### src/rtl/core/ps2c_pkg.sv
// Shared constants and types for the scan polar-to-Cartesian converter.
// Used by every module in rtl/core; has no dependencies of its own.
package ps2c_pkg;

    // Default field widths (top-level parameter defaults)
    localparam int ANGLE_BITS_DEF = 16;
    localparam int RANGE_BITS_DEF = 18;

    // Beams at or past this index are dropped
    localparam int MAX_BEAMS = 4096;
    localparam int IDX_BITS  = 12;

    // Phase is a 32-bit turn: 2 quadrant bits over a Q30 fraction
    localparam int PHASE_BITS = 32;
    localparam int FRAC_BITS  = 30;
    localparam int MAG_BITS   = 31;
    localparam logic [MAG_BITS-1:0] Q30_ONE = 31'h4000_0000;

    // Odd Taylor terms of sin(pi/2*u), Q30, lowest order first
    localparam int HORNER_STEPS = 4;
    localparam logic [MAG_BITS-1:0] SIN_COEF [5] = '{
        31'd1686629713,
        31'd693598668,
        31'd85569306,
        31'd5026995,
        31'd172272
    };

    // Pipeline layout: angle stage, sine stages, scale stages
    localparam int SIN_STAGES   = HORNER_STEPS + 2;
    localparam int SCALE_STAGES = 2;
    localparam int NUM_STAGES   = 1 + SIN_STAGES + SCALE_STAGES;

    // APB register map (word index = paddr[3:2])
    localparam int ADDR_BITS = 4;
    typedef enum logic [1:0] {
        REG_RANGE_CAP   = 2'd0,
        REG_START_ANGLE = 2'd1,
        REG_ANGLE_STEP  = 2'd2
    } t_reg_idx;

    // Quadrant of the phase
    typedef enum logic [1:0] {
        QUAD_0 = 2'd0,
        QUAD_1 = 2'd1,
        QUAD_2 = 2'd2,
        QUAD_3 = 2'd3
    } t_quad;

endpackage

### src/rtl/core/ps2c_scale.sv
// Two-stage coordinate scale: range times magnitude with rounding, then sign.
// Depends on ps2c_pkg.
module ps2c_scale #(
    parameter int RANGE_BITS = ps2c_pkg::RANGE_BITS_DEF
) (
    input  logic                                i_clk,
    input  logic [ps2c_pkg::SCALE_STAGES-1:0]   i_en,
    input  logic [RANGE_BITS-1:0]               i_range,
    input  logic [ps2c_pkg::MAG_BITS-1:0]       i_mag,
    input  logic                                i_neg,
    output logic signed [RANGE_BITS:0]          o_coord
);

    localparam int PB = RANGE_BITS + ps2c_pkg::MAG_BITS;
    localparam int FB = ps2c_pkg::FRAC_BITS;

    logic [PB-1:0]         w_prod;
    logic [RANGE_BITS-1:0] r_val;
    logic                  r_neg;

    // Round half away from zero on the magnitude
    assign w_prod = PB'(i_range) * PB'(i_mag) + (PB'(1) << (FB - 1));

    always_ff @(posedge i_clk) begin
        if (i_en[0]) begin
            r_val <= w_prod[FB+RANGE_BITS-1:FB];
            r_neg <= i_neg;
        end
    end

    // Apply sign
    always_ff @(posedge i_clk) begin
        if (i_en[1]) begin
            o_coord <= r_neg ? -$signed({1'b0, r_val}) : $signed({1'b0, r_val});
        end
    end

endmodule

### config.mk
export PLATFORM = sky130hd
export DESIGN_NAME = ps2c_scale
export DESIGN_NICKNAME = d
export VERILOG_FILES = /design/src/rtl/core/ps2c_pkg.sv /design/src/rtl/core/ps2c_scale.sv
export SDC_FILE = /design/constraint.sdc
export NUM_CORES = 1
export LEC_CHECK = 0
export BUFFER_PORTS_ARGS = -buffer_cell sky130_fd_sc_hd__buf_2
export CELL_PAD_IN_SITES_DETAIL_PLACEMENT = 0
export CELL_PAD_IN_SITES_GLOBAL_PLACEMENT = 1
export CORE_ASPECT_RATIO = 0.7
export CORE_MARGIN = 5
export CORE_UTILIZATION = 50
export DETAILED_ROUTE_END_ITERATION = 7
export MAX_ROUTING_LAYER = met4
export PLACE_DENSITY_LB_ADDON = 0.1
export SLEW_MARGIN = 15
export SYNTH_ARGS = -nofsm -noshare
export SYNTH_HDL_FRONTEND = slang
export SYNTH_SLANG_ARGS = --single-unit
### constraint.sdc
create_clock -name i_clk -period 14.25 [get_ports i_clk]
set_input_delay 0.7125 -clock i_clk [delete_from_list [all_inputs] [get_ports i_clk]]
set_output_delay 0.7125 -clock i_clk [all_outputs]
set_load 0.01 [all_outputs]
==> summary.txt <==
Placement
  • Port Buffers: 71
  • Detailed Place HPWL: about 40 mm
  • RD Place Congestion: 0.905
  • Placed Cells: ~2500
  • Pre-CTS WS: roughly 6.9 ns

Logic synthesis
  • Area contributors post-synth: fa_1 (50%), inv_1 (11%), ha_1 (9.8%)
  • Synth unique cells: 51
  • Cells after Synth: 2024
  • Seq/Total Area, Yosys: 0.0616
  • Number of synthesized flops with an enable pin: 38
  • Main synth FF type: edfxtp_1
  • Leading area contributor after synthesis: fa_1
  • Post-Syn Area: between 15000 and 20000 sq um
  • Top cell type's share of synthesized area: 0.499
  • FFs w/ async S/R, synth: 0
  • Syn_nets: around 2700
  • Synth Register Bits: 38
  • Synthesized area per cell: 9.15 sq um
  • Yosys warns: 0

Final layout
  • Register area: 1140 sq um
  • Synth-to-layout area growth: 4.37%
  • Share of layout cells above drive strength 1: 0.0453
  • Multi-input logic area: 15000 sq um
  • Fillers: 3490
  • Final core utilization: 0.525
  • Post-route insts no fill: roughly 2500
  • # nets final: ~2700

Timing
  • Fin worst setup slack: 6.89 ns
  • Final Max Slew Viols: 0
  • RSZ-0062 raised after global routing: false
  • Final Critical Period: approximately 7.4 ns
  • Final clock period utilization by the worst path: 0.516
  • Final hold violation count: 0
  • Final setup fails: 0
  • Worst slew pin tran: around 1 ns
  • Worst slew margin: 0.311
  • Max Clk Rate: ~140 MHz
  • Clock Skew: approximately 0.011 ns
  • Setup TNS: 0 ns

Clock tree
  • Post-CTS setup buffers: 0
  • Clock root buffer: clkbuf_16
  • Clock sink count: 38
  • TritonCTS clock tree: yes
  • Cts hold-fix bufs: 0
  • Clk buf depth: 2
  • Cts repair resizes: 0
  • CTS H-Tree Depth: 2
  • Clock buffer count from CTS: 5
  • Clock-pin slew on the worst setup and hold paths: 0.07 ns
  • Worst skew pair latency: roughly 0.3 ns

Global route
  • Global Route met2 Usage: 0.371
  • Initial antenna violation count: 1
  • Most Crowded Layer GR: met1
  • Largest net degree at the start of global routing: 32
  • GR Overflow Total: 0
  • Vias in the first global route: 13900
  • First-pass GRT wire length: 86.7 mm
  • GRT Resource Usage Total: 0.289
  • Met1 Use GR: 0.494
  • Met3 usage: 0.0488

Floorplanning
  • # IOs: slightly above 70
  • Core area: about 37000 sq um
  • Cell Rows: 59
  • Initial core utilization: 0.503
  • Die area: approximately 41000 sq um
  • Die H: approximately 170 microns
  • Die width: 240 microns

Hold path
  • Worst Hold Launch: r_val[0]$_DFFE_PP_
  • Hold Crit Endpoint: o_coord[0]$_DFFE_PP_
  • Hold depth: 0
  • HP Class: register to register

Critical path
  • CP Data Arrival Time: 7.36 ns
  • Cell class contributing the biggest share of worst-path delay: adder cells
  • Startpoint types: primary input
  • Critical Path Most Common Cell: fa_1
  • Reg2reg end: o_coord[17]$_DFFE_PP_
  • Critical Path Slowest Stage Cell: buf_2
  • Worst endpoint required time: between 10 and 15 ns
  • CP Class: primary input to register
  • Critical path buffers and inverters: 5
  • Cells on worst reg2reg path: 6
  • Critical-path cell list: buf_2, nand2_1, fa_1, inv_1, fa_1, fa_1, fa_1, fa_1, inv_1, fa_1, inv_1, ha_1, nand4_1, nor3_1, nand4_1, nor2_1, nor3_4, o21bai_2, inv_1, o21ai_0, xor2_1
  • R2R Path Start: r_val[4]$_DFFE_PP_
  • Reg2Reg Setup Slack: roughly 12 ns
  • Crit path max fanout: 31
  • Slowest stage delay, CP: 0.72 ns
  • Crit path capture type: register

Outcome
  • Status: completed

Detailed routing
  • DRC viols: 0
  • Antenna Violating Nets Remaining: 0
  • Via count: 13300
  • Iter 0 DRT Violations: 1118
  • Wire length per cell: ~22 microns
  • Mean number of vias per cell: approximately 5.3
  • Drt total wl: 54.5 mm
  • Drt first pass iters: 5

Run
  • Max Cap Viol: 0
registers in the layout (all words and copies together), names as in the netlist:
register  cells
o_coord      19
r_neg         1
r_val        18
synth_stat cells (all sizes together), types with 2 or more instances:
cell type,instances
inv,541
fa,462
nand2,344
and2,233
ha,145
clkbuf,93
edfxtp,38
xnor2,28
a21oi,20
o21ai,18
a21o,15
nor2,15
xor2,10
nor3,7
nand4,6
nand3,5
and3,3
o21a,3
o21bai,3
o31ai,3
o41ai,3
or4,3
nand2b,2
o2111ai,2
o211ai,2
or3,2
metrics by stage:
| stage | hold slack (ns) | area (sq um) |
|---|---|---|
| 6_report | 0.457 | 19300 |
| 5_1_grt | 0.476 | 19300 |
| 4_1_cts | 0.465 | 19300 |
| 3_5_place_dp | 0.448 | 19100 |
| 3_3_place_gp | 0.440 | 19100 |
| 2_1_floorplan | 0.426 | 18500 |
cell usage in the layout, fill, tap and decap left out, types with 2 or more instances in the layout:
cell,instances
a21oi_2,2
o2111ai_1,2
xor2_1,10
edfxtp_1,38
inv_1,541
nand2b_1,2
o21ai_0,14
or3_1,2
o21a_1,3
o41ai_1,3
nand2_1,343
nand3_1,5
and2_1,233
a21o_1,15
ha_1,145
nor3_1,6
or4_1,3
fa_1,462
xnor2_1,28
a21oi_1,18
o21bai_1,2
and3_1,3
o31ai_1,2
buf_2,71
clkbuf_16,5
nand4_1,6
o21ai_1,3
o211ai_1,2
nor2_1,15
bufinv_16,2
area by class of cell:
class	instances	area share
well taps	488	0.0316
clock inverters	3	0.00356
repair buffers	71	0.0184
inverters	541	0.105
clock buffers	5	0.00647
flip-flops and latches	38	0.0590
diodes	1	0.000129
multi-input cells	1351	0.776
per-layer routing:
metal	wire, microns	vias up
met5	0	-
li1	-	5762
met4	149	0
met3	5250	15
met1	27900	6905
met2	21200	568
worst max-delay path by stage:
stage	depth (start not counted)	slack, ns	endpoint	start
after detailed placement	21	6.87	r_val[8]$_DFFE_PP_	i_range[13]
final	21	6.89	r_val[8]$_DFFE_PP_	i_range[13]
after global placement	21	6.88	r_val[8]$_DFFE_PP_	i_range[12]
after floorplan	22	7.74	r_val[12]$_DFFE_PP_	i_mag[14]
after global routing	21	6.66	r_val[12]$_DFFE_PP_	i_range[13]
after CTS	21	7.12	r_val[8]$_DFFE_PP_	i_range[13]
kinds of logic (layout without fill, tap and decap cells):
family / Yosys count / after routing / share of synthesized area
simple gates: 626 / 626 / 0.164
flops: 38 / 38 / 0.0616
mux: 1 / 1 / 0.000541
buf+inv: 635 / 620 / 0.129
fa+ha+maj: 607 / 607 / 0.597
other cells: 0 / 1 / 0
xor+xnor: 38 / 38 / 0.0180
compound gates: 79 / 79 / 0.0301
Power is not shown: default switching activity piles up to over one toggle a cycle in this logic, so the estimate is an artifact.
