===== src/rtl/core/ps2c_pkg.sv =====
// Shared constants and types for the scan polar-to-Cartesian converter.
// Used by every module in rtl/core; has no dependencies of its own.
package ps2c_pkg;

    // Default field widths (top-level parameter defaults)
    localparam int ANGLE_BITS_DEF = 16;
    localparam int RANGE_BITS_DEF = 18;

    // Beams at or past this index are dropped
    localparam int MAX_BEAMS = 4096;
    localparam int IDX_BITS  = 12;

    // Phase is a 32-bit turn: 2 quadrant bits over a Q30 fraction
    localparam int PHASE_BITS = 32;
    localparam int FRAC_BITS  = 30;
    localparam int MAG_BITS   = 31;
    localparam logic [MAG_BITS-1:0] Q30_ONE = 31'h4000_0000;

    // Odd Taylor terms of sin(pi/2*u), Q30, lowest order first
    localparam int HORNER_STEPS = 4;
    localparam logic [MAG_BITS-1:0] SIN_COEF [5] = '{
        31'd1686629713,
        31'd693598668,
        31'd85569306,
        31'd5026995,
        31'd172272
    };

    // Pipeline layout: angle stage, sine stages, scale stages
    localparam int SIN_STAGES   = HORNER_STEPS + 2;
    localparam int SCALE_STAGES = 2;
    localparam int NUM_STAGES   = 1 + SIN_STAGES + SCALE_STAGES;

    // APB register map (word index = paddr[3:2])
    localparam int ADDR_BITS = 4;
    typedef enum logic [1:0] {
        REG_RANGE_CAP   = 2'd0,
        REG_START_ANGLE = 2'd1,
        REG_ANGLE_STEP  = 2'd2
    } t_reg_idx;

    // Quadrant of the phase
    typedef enum logic [1:0] {
        QUAD_0 = 2'd0,
        QUAD_1 = 2'd1,
        QUAD_2 = 2'd2,
        QUAD_3 = 2'd3
    } t_quad;

endpackage


===== src/rtl/core/ps2c_angle.sv =====
// Entry stage: beam filter, beam angle multiply-add and phase split.
// Depends on ps2c_pkg.
module ps2c_angle #(
    parameter int ANGLE_BITS = ps2c_pkg::ANGLE_BITS_DEF,
    parameter int RANGE_BITS = ps2c_pkg::RANGE_BITS_DEF
) (
    input  logic                              i_clk,
    input  logic                              i_en,
    input  logic [RANGE_BITS-1:0]             i_range_sample,
    input  logic                              i_range_finite,
    input  logic [ps2c_pkg::IDX_BITS-1:0]     i_beam_index,
    input  logic [RANGE_BITS-1:0]             i_range_cap,
    input  logic signed [ANGLE_BITS-1:0]      i_start_angle,
    input  logic [ANGLE_BITS-1:0]             i_angle_step,
    output logic                              o_keep,
    output logic [RANGE_BITS-1:0]             o_range,
    output logic [ps2c_pkg::IDX_BITS-1:0]     o_index,
    output ps2c_pkg::t_quad                   o_quad,
    output logic [ps2c_pkg::MAG_BITS-1:0]     o_u_sin,
    output logic [ps2c_pkg::MAG_BITS-1:0]     o_u_cos
);

    localparam int PROD_BITS = ANGLE_BITS + ps2c_pkg::IDX_BITS;

    logic [PROD_BITS-1:0]            w_step_prod;
    logic [ANGLE_BITS-1:0]           n_ang;
    logic [ANGLE_BITS-1:0]           r_ang;
    logic [ps2c_pkg::PHASE_BITS-1:0] w_phase;
    logic [ps2c_pkg::MAG_BITS-1:0]   w_frac;

    // Keep finite beams within range and inside the scan
    assign o_keep = i_range_finite && (i_range_sample <= i_range_cap) &&
                    (32'(i_beam_index) < 32'(ps2c_pkg::MAX_BEAMS));

    // Angle wraps modulo a full turn
    assign w_step_prod = PROD_BITS'(i_angle_step) * PROD_BITS'(i_beam_index);
    assign n_ang = ANGLE_BITS'($unsigned(i_start_angle) + w_step_prod[ANGLE_BITS-1:0]);

    always_ff @(posedge i_clk) begin
        if (i_en) begin
            r_ang   <= n_ang;
            o_range <= i_range_sample;
            o_index <= i_beam_index;
        end
    end

    // Phase: quadrant in the top two bits, Q30 position below
    assign w_phase = ps2c_pkg::PHASE_BITS'(r_ang) << (ps2c_pkg::PHASE_BITS - ANGLE_BITS);
    assign o_quad  = ps2c_pkg::t_quad'(w_phase[ps2c_pkg::PHASE_BITS-1 -: 2]);
    assign w_frac  = {1'b0, w_phase[ps2c_pkg::FRAC_BITS-1:0]};
    assign o_u_sin = w_frac;
    assign o_u_cos = ps2c_pkg::Q30_ONE - w_frac;

endmodule


===== config.mk =====
export PLATFORM = sky130hd
export DESIGN_NAME = ps2c_angle
export DESIGN_NICKNAME = d
export VERILOG_FILES = /design/src/rtl/core/ps2c_pkg.sv /design/src/rtl/core/ps2c_angle.sv
export SDC_FILE = /design/constraint.sdc
export NUM_CORES = 1
export LEC_CHECK = 0
export BUFFER_PORTS_ARGS = -buffer_cell sky130_fd_sc_hd__buf_4
export CAP_MARGIN = 20
export CORE_UTILIZATION = 40
export CTS_CLUSTER_SIZE = 25
export DETAILED_ROUTE_END_ITERATION = 10
export SYNTH_ARGS = -nofsm -noshare
export SYNTH_HDL_FRONTEND = slang
export SYNTH_SLANG_ARGS = --single-unit
export TNS_END_PERCENT = 5

===== constraint.sdc =====
create_clock -name i_clk -period 13.8 [get_ports i_clk]
set_input_delay 1.38 -clock i_clk [delete_from_list [all_inputs] [get_ports i_clk]]
set_output_delay 1.38 -clock i_clk [all_outputs]
set_load 0.01 [all_outputs]

==> results of run 1 <==
kinds of logic after synthesis:
group | count (synthesis)
xor gates and xnor gates | 43
AOI/OAI and AO/OA | 43
other | 1
buffers and inverters | 225
adders and majority gates | 149
DFF | 46
and+or+nand+nor | 170
flip-flops by register name, summed over array words and instances (netlist names):
name,flops
r_ang,16
o_range,18
o_index,12
routing by layer:
layer,wire [um],up-vias,share of wire (%)
met2,6784,142,49
li1,-,2244,-
met3,797,12,5.7
met5,0,-,0
met4,180,0,1.3
met1,6164,2214,44
report_power, final:
part           switching (mW)  total, mW  internal (mW)  leakage [nW]
logic                   0.550       1.02          0.465          3.41
registers              0.0233      0.255          0.232         0.450
clock network          0.0546      0.122         0.0672        0.0698
final cells by class:
type	count	area (um^2)
Inverter	177	664.4
Fill cell	1502	8049
Sequential cell	46	1381
Multi-Input combinational cell	438	4235
Timing Repair Buffer	144	1081
Clock inverter	3	21.27
Clock buffer	5	125.1
Tap cell	216	270.3
worst max path at each step:
stage                     slack, ns  cells past startpoint        end             from
after floorplan                8.02                     18  r_ang[12]  i_angle_step[6]
after global placement         7.86                     18  r_ang[12]  i_beam_index[2]
after detailed placement       7.75                     18  r_ang[15]  i_beam_index[2]
after CTS                      8.07                     18  r_ang[15]  i_beam_index[2]
after global routing           7.87                     18  r_ang[15]  i_beam_index[2]
final                          8.08                     18  r_ang[15]  i_beam_index[2]
synthesized netlist by cell type (4+ instances only):
cell type / count / share of area, %
nor3_1: 5 / 0.39
buf_4: 35 / 4.1
inv_1: 177 / 10
ha_1: 57 / 11
xor2_1: 9 / 1.2
and2_1: 62 / 6.0
a21o_1: 7 / 0.81
o21ai_0: 7 / 0.54
fa_1: 92 / 28
clkbuf_1: 12 / 0.70
and2_2: 4 / 0.46
nand2_1: 68 / 3.9
nand3_1: 5 / 0.39
nor2_1: 7 / 0.41
a21oi_1: 15 / 1.2
edfxtp_1: 46 / 21
xnor2_1: 32 / 4.3
through the flow:
stage	cells	setup WS, ns
after CTS	1029	8.070
after global routing	1029	7.875
after detailed placement	1021	7.751
after floorplan	709	8.016
final	1029	8.078
after global placement	1021	7.865
cell usage in the layout (no fill, tap or decap), types with 9 or more instances in the layout:
cell type	n
a21oi_1	15
xnor2_1	32
and2_1	62
conb_1	33
fa_1	92
ha_1	57
inv_1	177
nand2_1	68
xor2_1	9
buf_4	144
edfxtp_1	46
critical path, delay by kind of cell:
family | cells | cell delay [ns]
simple gates | 1 | 0.18
buf+inv | 5 | 0.34
fa+ha+maj | 6 | 2.89
xor+xnor | 1 | 0.13
compound gates | 5 | 0.83
==> metrics.txt, run 1 <==
run status finished, final reports clean; critical path class primary input to flip-flop; worst min path class primary input to flip-flop; fin. max-slew vios 0; Top FF cell, synth edfxtp_1; CP arrival between 5 and 6 ns; Sum Neg Setup Slack 0 ns; hpwl dp 11.72 mm; Synth Register Bits 46; GR Util All Layers 17.39%; met3 usage ~2.5%; Pre-antenna DRT Iters 4; Yosys warnings 0; via count between 4,000 and 5,000; Gate Count Post-Synth 677; TritonCTS Buffers 5; max incr delay on CP 0.54 ns; Most Frequent Cell on Critical Path fa_1; core area 15,830 um^2; met1 GRT Util 21.78%; CTS Hold Bufs 0; crit end category flip-flop; part of the Yosys area used for sequential elements between 20% and 30%; HP Start i_range_sample[14]; Lkg Pwr 3.928 nW; initial drt markers 118; Post-Syn Area 6474 um^2; Relative slew margins between 50% and 60%; Fmax 174.8 MHz; clock transition at the registers of the reported paths approximately 0.07 ns; # diodes 0; layout cell share with drive strength beyond 1 19.56%; Unique masters post-synth 41; fraction of the mapped netlist area in compound gates under 10%; Post-CTS Setup Inserts 0; largest family of logic cells by synthesized area adder cells; Final Hold Vio Count 0; DRC 0; CTS tree yes; die area 16,700 um^2; GRT overflow 0; Tcrit/Tclk final between 40% and 50%; first-pass GRT wire length 22.72 mm; overall power roughly 1.4 mW; area grow syn2layout 20.16%; RSZ-0062 raised after global routing no; xor/xnor share of the synthesized area 6.320%; PortBufs about 140; pin count of the biggest net entering global routing 47; endpoints failing setup 0; starting density of the core 40.90%; ANT nets after route 0; global-route met2 utilization 31.15%; Placer Congestion approximately 0.9; simple-gate share of the synthesized area 13.61%; worst path cell trace buf_4, and2_1, fa_1, inv_1, fa_1, inv_1, fa_1, inv_1, fa_1, fa_1, inv_1, ha_1, o21a_1, o31a_1, o21bai_1, a31oi_1, a31oi_1, xnor2_1; vias in the first global route 4,818; Post-synth EDFFs 46; Post-DP Area roughly 7600 um^2; Slowest-stage cell, CP fa_1; nets@finish 1,044; post-cts sizing count 0; Die Span Y 129.2 um; post-synthesis mux area share 0%; initial antenna violation count 0; Max Cap Viol 0; hold depth 1; Vias/cell 4.482; CTS sink count 46; Final Util 49.15%; Worst VDD drop 0.1083 mV; Syn Area/Cell about 9.6 um^2; Post-synth ARST share 0%; CP max FO 15; Hold EP o_range[14]; WL/cell 13.53 um; Worst Hold Slack 1.276 ns; launching element type of the critical path primary input; Post-Synth Adder-Cell Area 39.47%; final instance area 7779 um^2; Worst-Margin Slew 0.6219 ns; PD cells 179.1 nW/um^2; depth of the CTS H-tree 2; gr busiest metal met2; # IOs roughly 180; data required time at the worst endpoint between 10 and 15 ns; DRT Wirelength 13.93 mm; root buf cell clkbuf_16; DIE WIDTH 129.2 um; Final min period between 5 and 6 ns; Site Rows 46; clk buf depth 2
(Power assumes the default switching activity.)
==> run 2, diff against run 1 <==
--- a/config.mk
+++ b/config.mk
@@ -10,6 +10,7 @@
 export CORE_UTILIZATION = 40
 export CTS_CLUSTER_SIZE = 25
 export DETAILED_ROUTE_END_ITERATION = 10
+export PLACE_DENSITY = 0.66
 export SYNTH_ARGS = -nofsm -noshare
 export SYNTH_HDL_FRONTEND = slang
 export SYNTH_SLANG_ARGS = --single-unit
==> constraint.sdc (replaced) <==
create_clock -name i_clk -period 4.7 [get_ports i_clk]
set_input_delay 0.47 -clock i_clk [delete_from_list [all_inputs] [get_ports i_clk]]
set_output_delay 0.47 -clock i_clk [all_outputs]
set_load 0.01 [all_outputs]
==> metrics.txt, run 2 (synthesis results as in run 1) <==
via count 4,796; ANT nets after route 0; first-pass GRT wire length 21.60 mm; initial drt markers 115; Max Cap Viol 0; Reg with most FFs o_range; CTS Hold Bufs 0; CP max FO 4; Final min period 4.600 ns; Worst VDD drop 0.6074 mV; endpoints failing setup 0; worst min path class primary input to flip-flop; starting density of the core 40.90%; final instance area 8423 um^2; data required time at the worst endpoint 4.75 ns; Placed Instances around 1,100; Lkg Pwr 4.241 nW; Tcrit/Tclk final 97.88%; Vias/cell 4.424; post-cts sizing count 0; biggest regs o_range (18), r_ang (16), o_index (12); Post-DP Area 8137 um^2; HP Start i_range_sample[1]; DRC 0; nets@finish 1,099; WL/cell 12.59 um; Post-CTS Setup Inserts 0; clk buf depth 2; layout cell share with drive strength beyond 1 27.88%; RSZ-0062 raised after global routing yes; Worst-Margin Slew 0.6000 ns; Filler cells 1,461; core area ~16,000 um^2; Fmax 217.4 MHz; Site Rows 46; pin count of the biggest net entering global routing 47; Placer Congestion approximately 0.80; CTS sink count 46; GR Util All Layers roughly 16%; max reg flops 18; DRT Wirelength 13.65 mm; Final Util 53.22%; # diodes 0; most common cell after layout, fill and taps aside buf_4; initial antenna violation count 0; launching element type of the critical path primary input; fin cells between 1,000 and 1,500; Hold EP o_range[1]; Final Hold Vio Count 0; depth of the CTS H-tree 2; PD cells 619.8 nW/um^2; most frequent cells in the layout 196 x buf_4, 176 x inv_1, 91 x fa_1; critical path class primary input to flip-flop; CP arrival between 4 and 5 ns; run status finished, final reports clean; Pre-antenna DRT Iters 4; root buf cell clkbuf_16; overall power 5.221 mW; DIE WIDTH 129.2 um; Relative slew margins 60.00%; die area 16,700 um^2; area occupied by multi-input gates 4415 um^2; # IOs 178; worst slack, placed -0.2838 ns; clock transition at the registers of the reported paths 0.07 ns; CTS tree yes; Die Span Y 129.2 um; Final WS setup 0.09977 ns; vias in the first global route 4,691; fin. max-slew vios 0; GRT overflow 0; TritonCTS Buffers 5; area grow syn2layout 30.11%; hpwl dp 11.64 mm; hold depth 1; PortBufs 144; Reg area around 1400 um^2; crit end category flip-flop
==> run 2: through the flow <==
stage | hold WS, ns | setup TNS, ns
2_1_floorplan | 0.5689 | -0.001657
3_3_place_gp | 0.6612 | -1.126
3_5_place_dp | 0.6625 | -1.415
4_1_cts | 0.3585 | 0
5_1_grt | 0.3565 | -0.03680
6_report | 0.3648 | 0
==> run 2: worst max path at each step <==
stage	to	start	cells past startpoint
after CTS	r_ang[15]	i_angle_step[3]	19
after floorplan	r_ang[15]	i_angle_step[5]	18
after global routing	r_ang[15]	i_angle_step[7]	17
final	r_ang[15]	i_angle_step[7]	17
after global placement	r_ang[15]	i_angle_step[3]	19
after detailed placement	r_ang[15]	i_angle_step[3]	19
==> run 2: power breakdown <==
group          switching [mW]  internal [mW]
sequential             0.0689          0.682
combinational            1.99           2.07
clock                   0.160          0.252
total                    2.22           3.00
==> run 2: worst max-delay path, stage by stage <==
cell and delay [ns]:
buf_4 0.13, buf_12 0.12, buf_4 0.13, nand2_1 0.07, fa_1 0.44, fa_1 0.52, inv_1 0.05, fa_1 0.51
fa_1 0.56, inv_1 0.06, fa_1 0.54, inv_1 0.07, ha_4 0.26, a211oi_2 0.26, a31oi_2 0.15, a31oi_1 0.22
xnor2_1 0.08
==> run 2: layout make-up <==
type	instances	share of cell area [%]
clock inverters	3	0.5199
inverters	177	7.888
multi-input cells	438	52.42
well taps	216	3.209
clock buffers	5	1.485
flip-flops and latches	46	16.40
repair buffers	199	18.08
==> run 2: layer usage <==
layer  vias to the layer above  GRT usage, %  wire (um)
met5                         -             0          0
met4                         0         3.529        157
met3                        13         1.528        485
met2                       112         30.17       7241
li1                       2353             -          -
met1                      2318         20.98       5762
==> run 3, diff against run 2 <==
--- a/config.mk
+++ b/config.mk
@@ -11,6 +11,7 @@
 export CTS_CLUSTER_SIZE = 25
 export DETAILED_ROUTE_END_ITERATION = 10
 export PLACE_DENSITY = 0.66
+export SETUP_SLACK_MARGIN = 0.1
 export SYNTH_ARGS = -nofsm -noshare
 export SYNTH_HDL_FRONTEND = slang
 export SYNTH_SLANG_ARGS = --single-unit
==> constraint.sdc (replaced) <==
create_clock -name i_clk -period 3.83 [get_ports i_clk]
set_input_delay 0.383 -clock i_clk [delete_from_list [all_inputs] [get_ports i_clk]]
set_output_delay 0.383 -clock i_clk [all_outputs]
set_load 0.01 [all_outputs]
==> metrics.txt, run 3 (synthesis results as in run 1) <==
run status finished with violations; failing checks setup timing; Most Frequent Cell on Critical Path fa_1; layout cell share with drive strength beyond 1 30.06%; most common cell after layout, fill and taps aside buf_4; area occupied by multi-input gates roughly 4500 um^2; CP max FO 8; Post-CTS Setup Inserts 0; Worst VDD drop 0.6261 mV; fin. max-slew vios 0; worst min path class primary input to flip-flop; biggest regs o_range (18), r_ang (16), o_index (12); Final Util 53.95%; root buf cell clkbuf_16; area grow syn2layout 31.91%; Lkg Pwr 4.292 nW; HP Start i_range_sample[2]; Slowest-stage cell, CP fa_1; Fmax 226.4 MHz; Final Hold Vio Count 0; max incr delay on CP about 0.54 ns; Relative slew margins 59.13%; Worst Hold Slack 0.2804 ns; RSZ-0062 raised after global routing yes; # IOs roughly 180; Tcrit/Tclk final 115.3%; # diodes 0; hpwl dp 11.99 mm; Final min period 4.416 ns; data required time at the worst endpoint 3.87 ns; vias in the first global route 4,944; CP arrival 4.46 ns; Filler cells roughly 1,400; Pre-antenna DRT Iters 7; clock transition at the registers of the reported paths 0.07 ns; ANT nets after route 0; GRT overflow 0; worst slack, placed -1.107 ns; endpoints failing setup 9; via count 4,809; GR Util All Layers 17.27%; most frequent cells in the layout 199 x buf_4, 171 x inv_1, 88 x fa_1; Die Span Y 129.2 um; Post-DP Area 8194 um^2; PD cells 767.3 nW/um^2; Vias/cell approximately 4.4; starting density of the core 40.90%; max reg flops 18; crit end category flip-flop; Site Rows 46; Reg with most FFs o_range; DRC 0; Worst-Margin Slew roughly 0.6 ns; TritonCTS Buffers 5; DRT Wirelength 13.89 mm; PortBufs 144; Max Cap Viol 0; initial drt markers around 150; CTS sink count 46; WL/cell 12.73 um; DIE WIDTH 129.2 um; Placer Congestion 0.8222; CTS tree yes; overall power 6.553 mW; Hold EP o_range[2]; first-pass GRT wire length 22.74 mm; clk buf depth 2; pin count of the biggest net entering global routing 47; hold depth 1; launching element type of the critical path primary input; depth of the CTS H-tree 2; worst path cell trace buf_8, buf_12, and2_4, fa_1, inv_1, fa_1, inv_1, fa_1, fa_1, inv_1, fa_1, inv_2, ha_4, a21o_1, a21oi_2, inv_1, a41oi_2, o21ai_1, xor2_1; die area 16,700 um^2; initial antenna violation count 0; nets@finish 1,106; Final WS setup -0.5863 ns; core area around 16,000 um^2; Reg area 1381 um^2; critical path class primary input to flip-flop; final instance area between 8000 and 9000 um^2
==> run 3: through the flow <==
stage	instances	setup TNS (ns)
2_1_floorplan	709	-5.149
3_3_place_gp	1083	-8.445
3_5_place_dp	1083	-8.901
4_1_cts	1091	-4.222
5_1_grt	1091	-5.579
6_report	1091	-4.111
==> run 3: layer usage <==
metal	track usage [%]	part of all wire, %	vias to the layer above
li1	-	-	2371
met1	21.73	42	2301
met2	31.78	53	118
met3	1.610	4.0	19
met4	4.221	1.4	0
met5	0	0	-
==> run 3: what timing repair did <==
item | 4_1_cts | 5_1_grt
hold endpoints to repair | 0 | 0
endpoints found under the setup margin | 10 | 11
hold buffers | 0 | 0
pin swaps | 35 | 9
gates resized for setup | 34 | 9
==> run 3: worst max-delay path: cells and delay by family <==
family / cells / cell delay [ns]
XOR/XNOR: 1 / 0.16
AO/OA/AOI/OAI: 4 / 0.60
adder cells (fa/ha/maj): 6 / 2.70
buffers and inverters: 7 / 0.49
AND/OR/NAND/NOR: 1 / 0.13
==> run 3: final cells by class <==
type,instances,share of cell area [%]
clock buffers,5,1.465
clock inverters,3,0.5128
flip-flops and latches,46,16.18
multi-input cells,438,52.23
repair buffers,206,18.67
inverters,177,7.780
well taps,216,3.165
==> run 3: worst max path at each step <==
stage,cells after the start,to,startpoint,slack [ns]
3_3_place_gp,19,r_ang[12],i_angle_step[3],-0.99
3_5_place_dp,18,r_ang[15],i_angle_step[7],-1.11
5_1_grt,19,r_ang[15],i_angle_step[6],-0.73
2_1_floorplan,18,r_ang[15],i_beam_index[1],-0.75
4_1_cts,19,r_ang[12],i_angle_step[6],-0.61
6_report,19,r_ang[12],i_angle_step[6],-0.59
==> run 3: report_power, final <==
group	switching, mW	internal (mW)
Sequential	0.0841	0.837
Clock	0.198	0.309
Combinational	2.48	2.65
Total	2.76	3.79
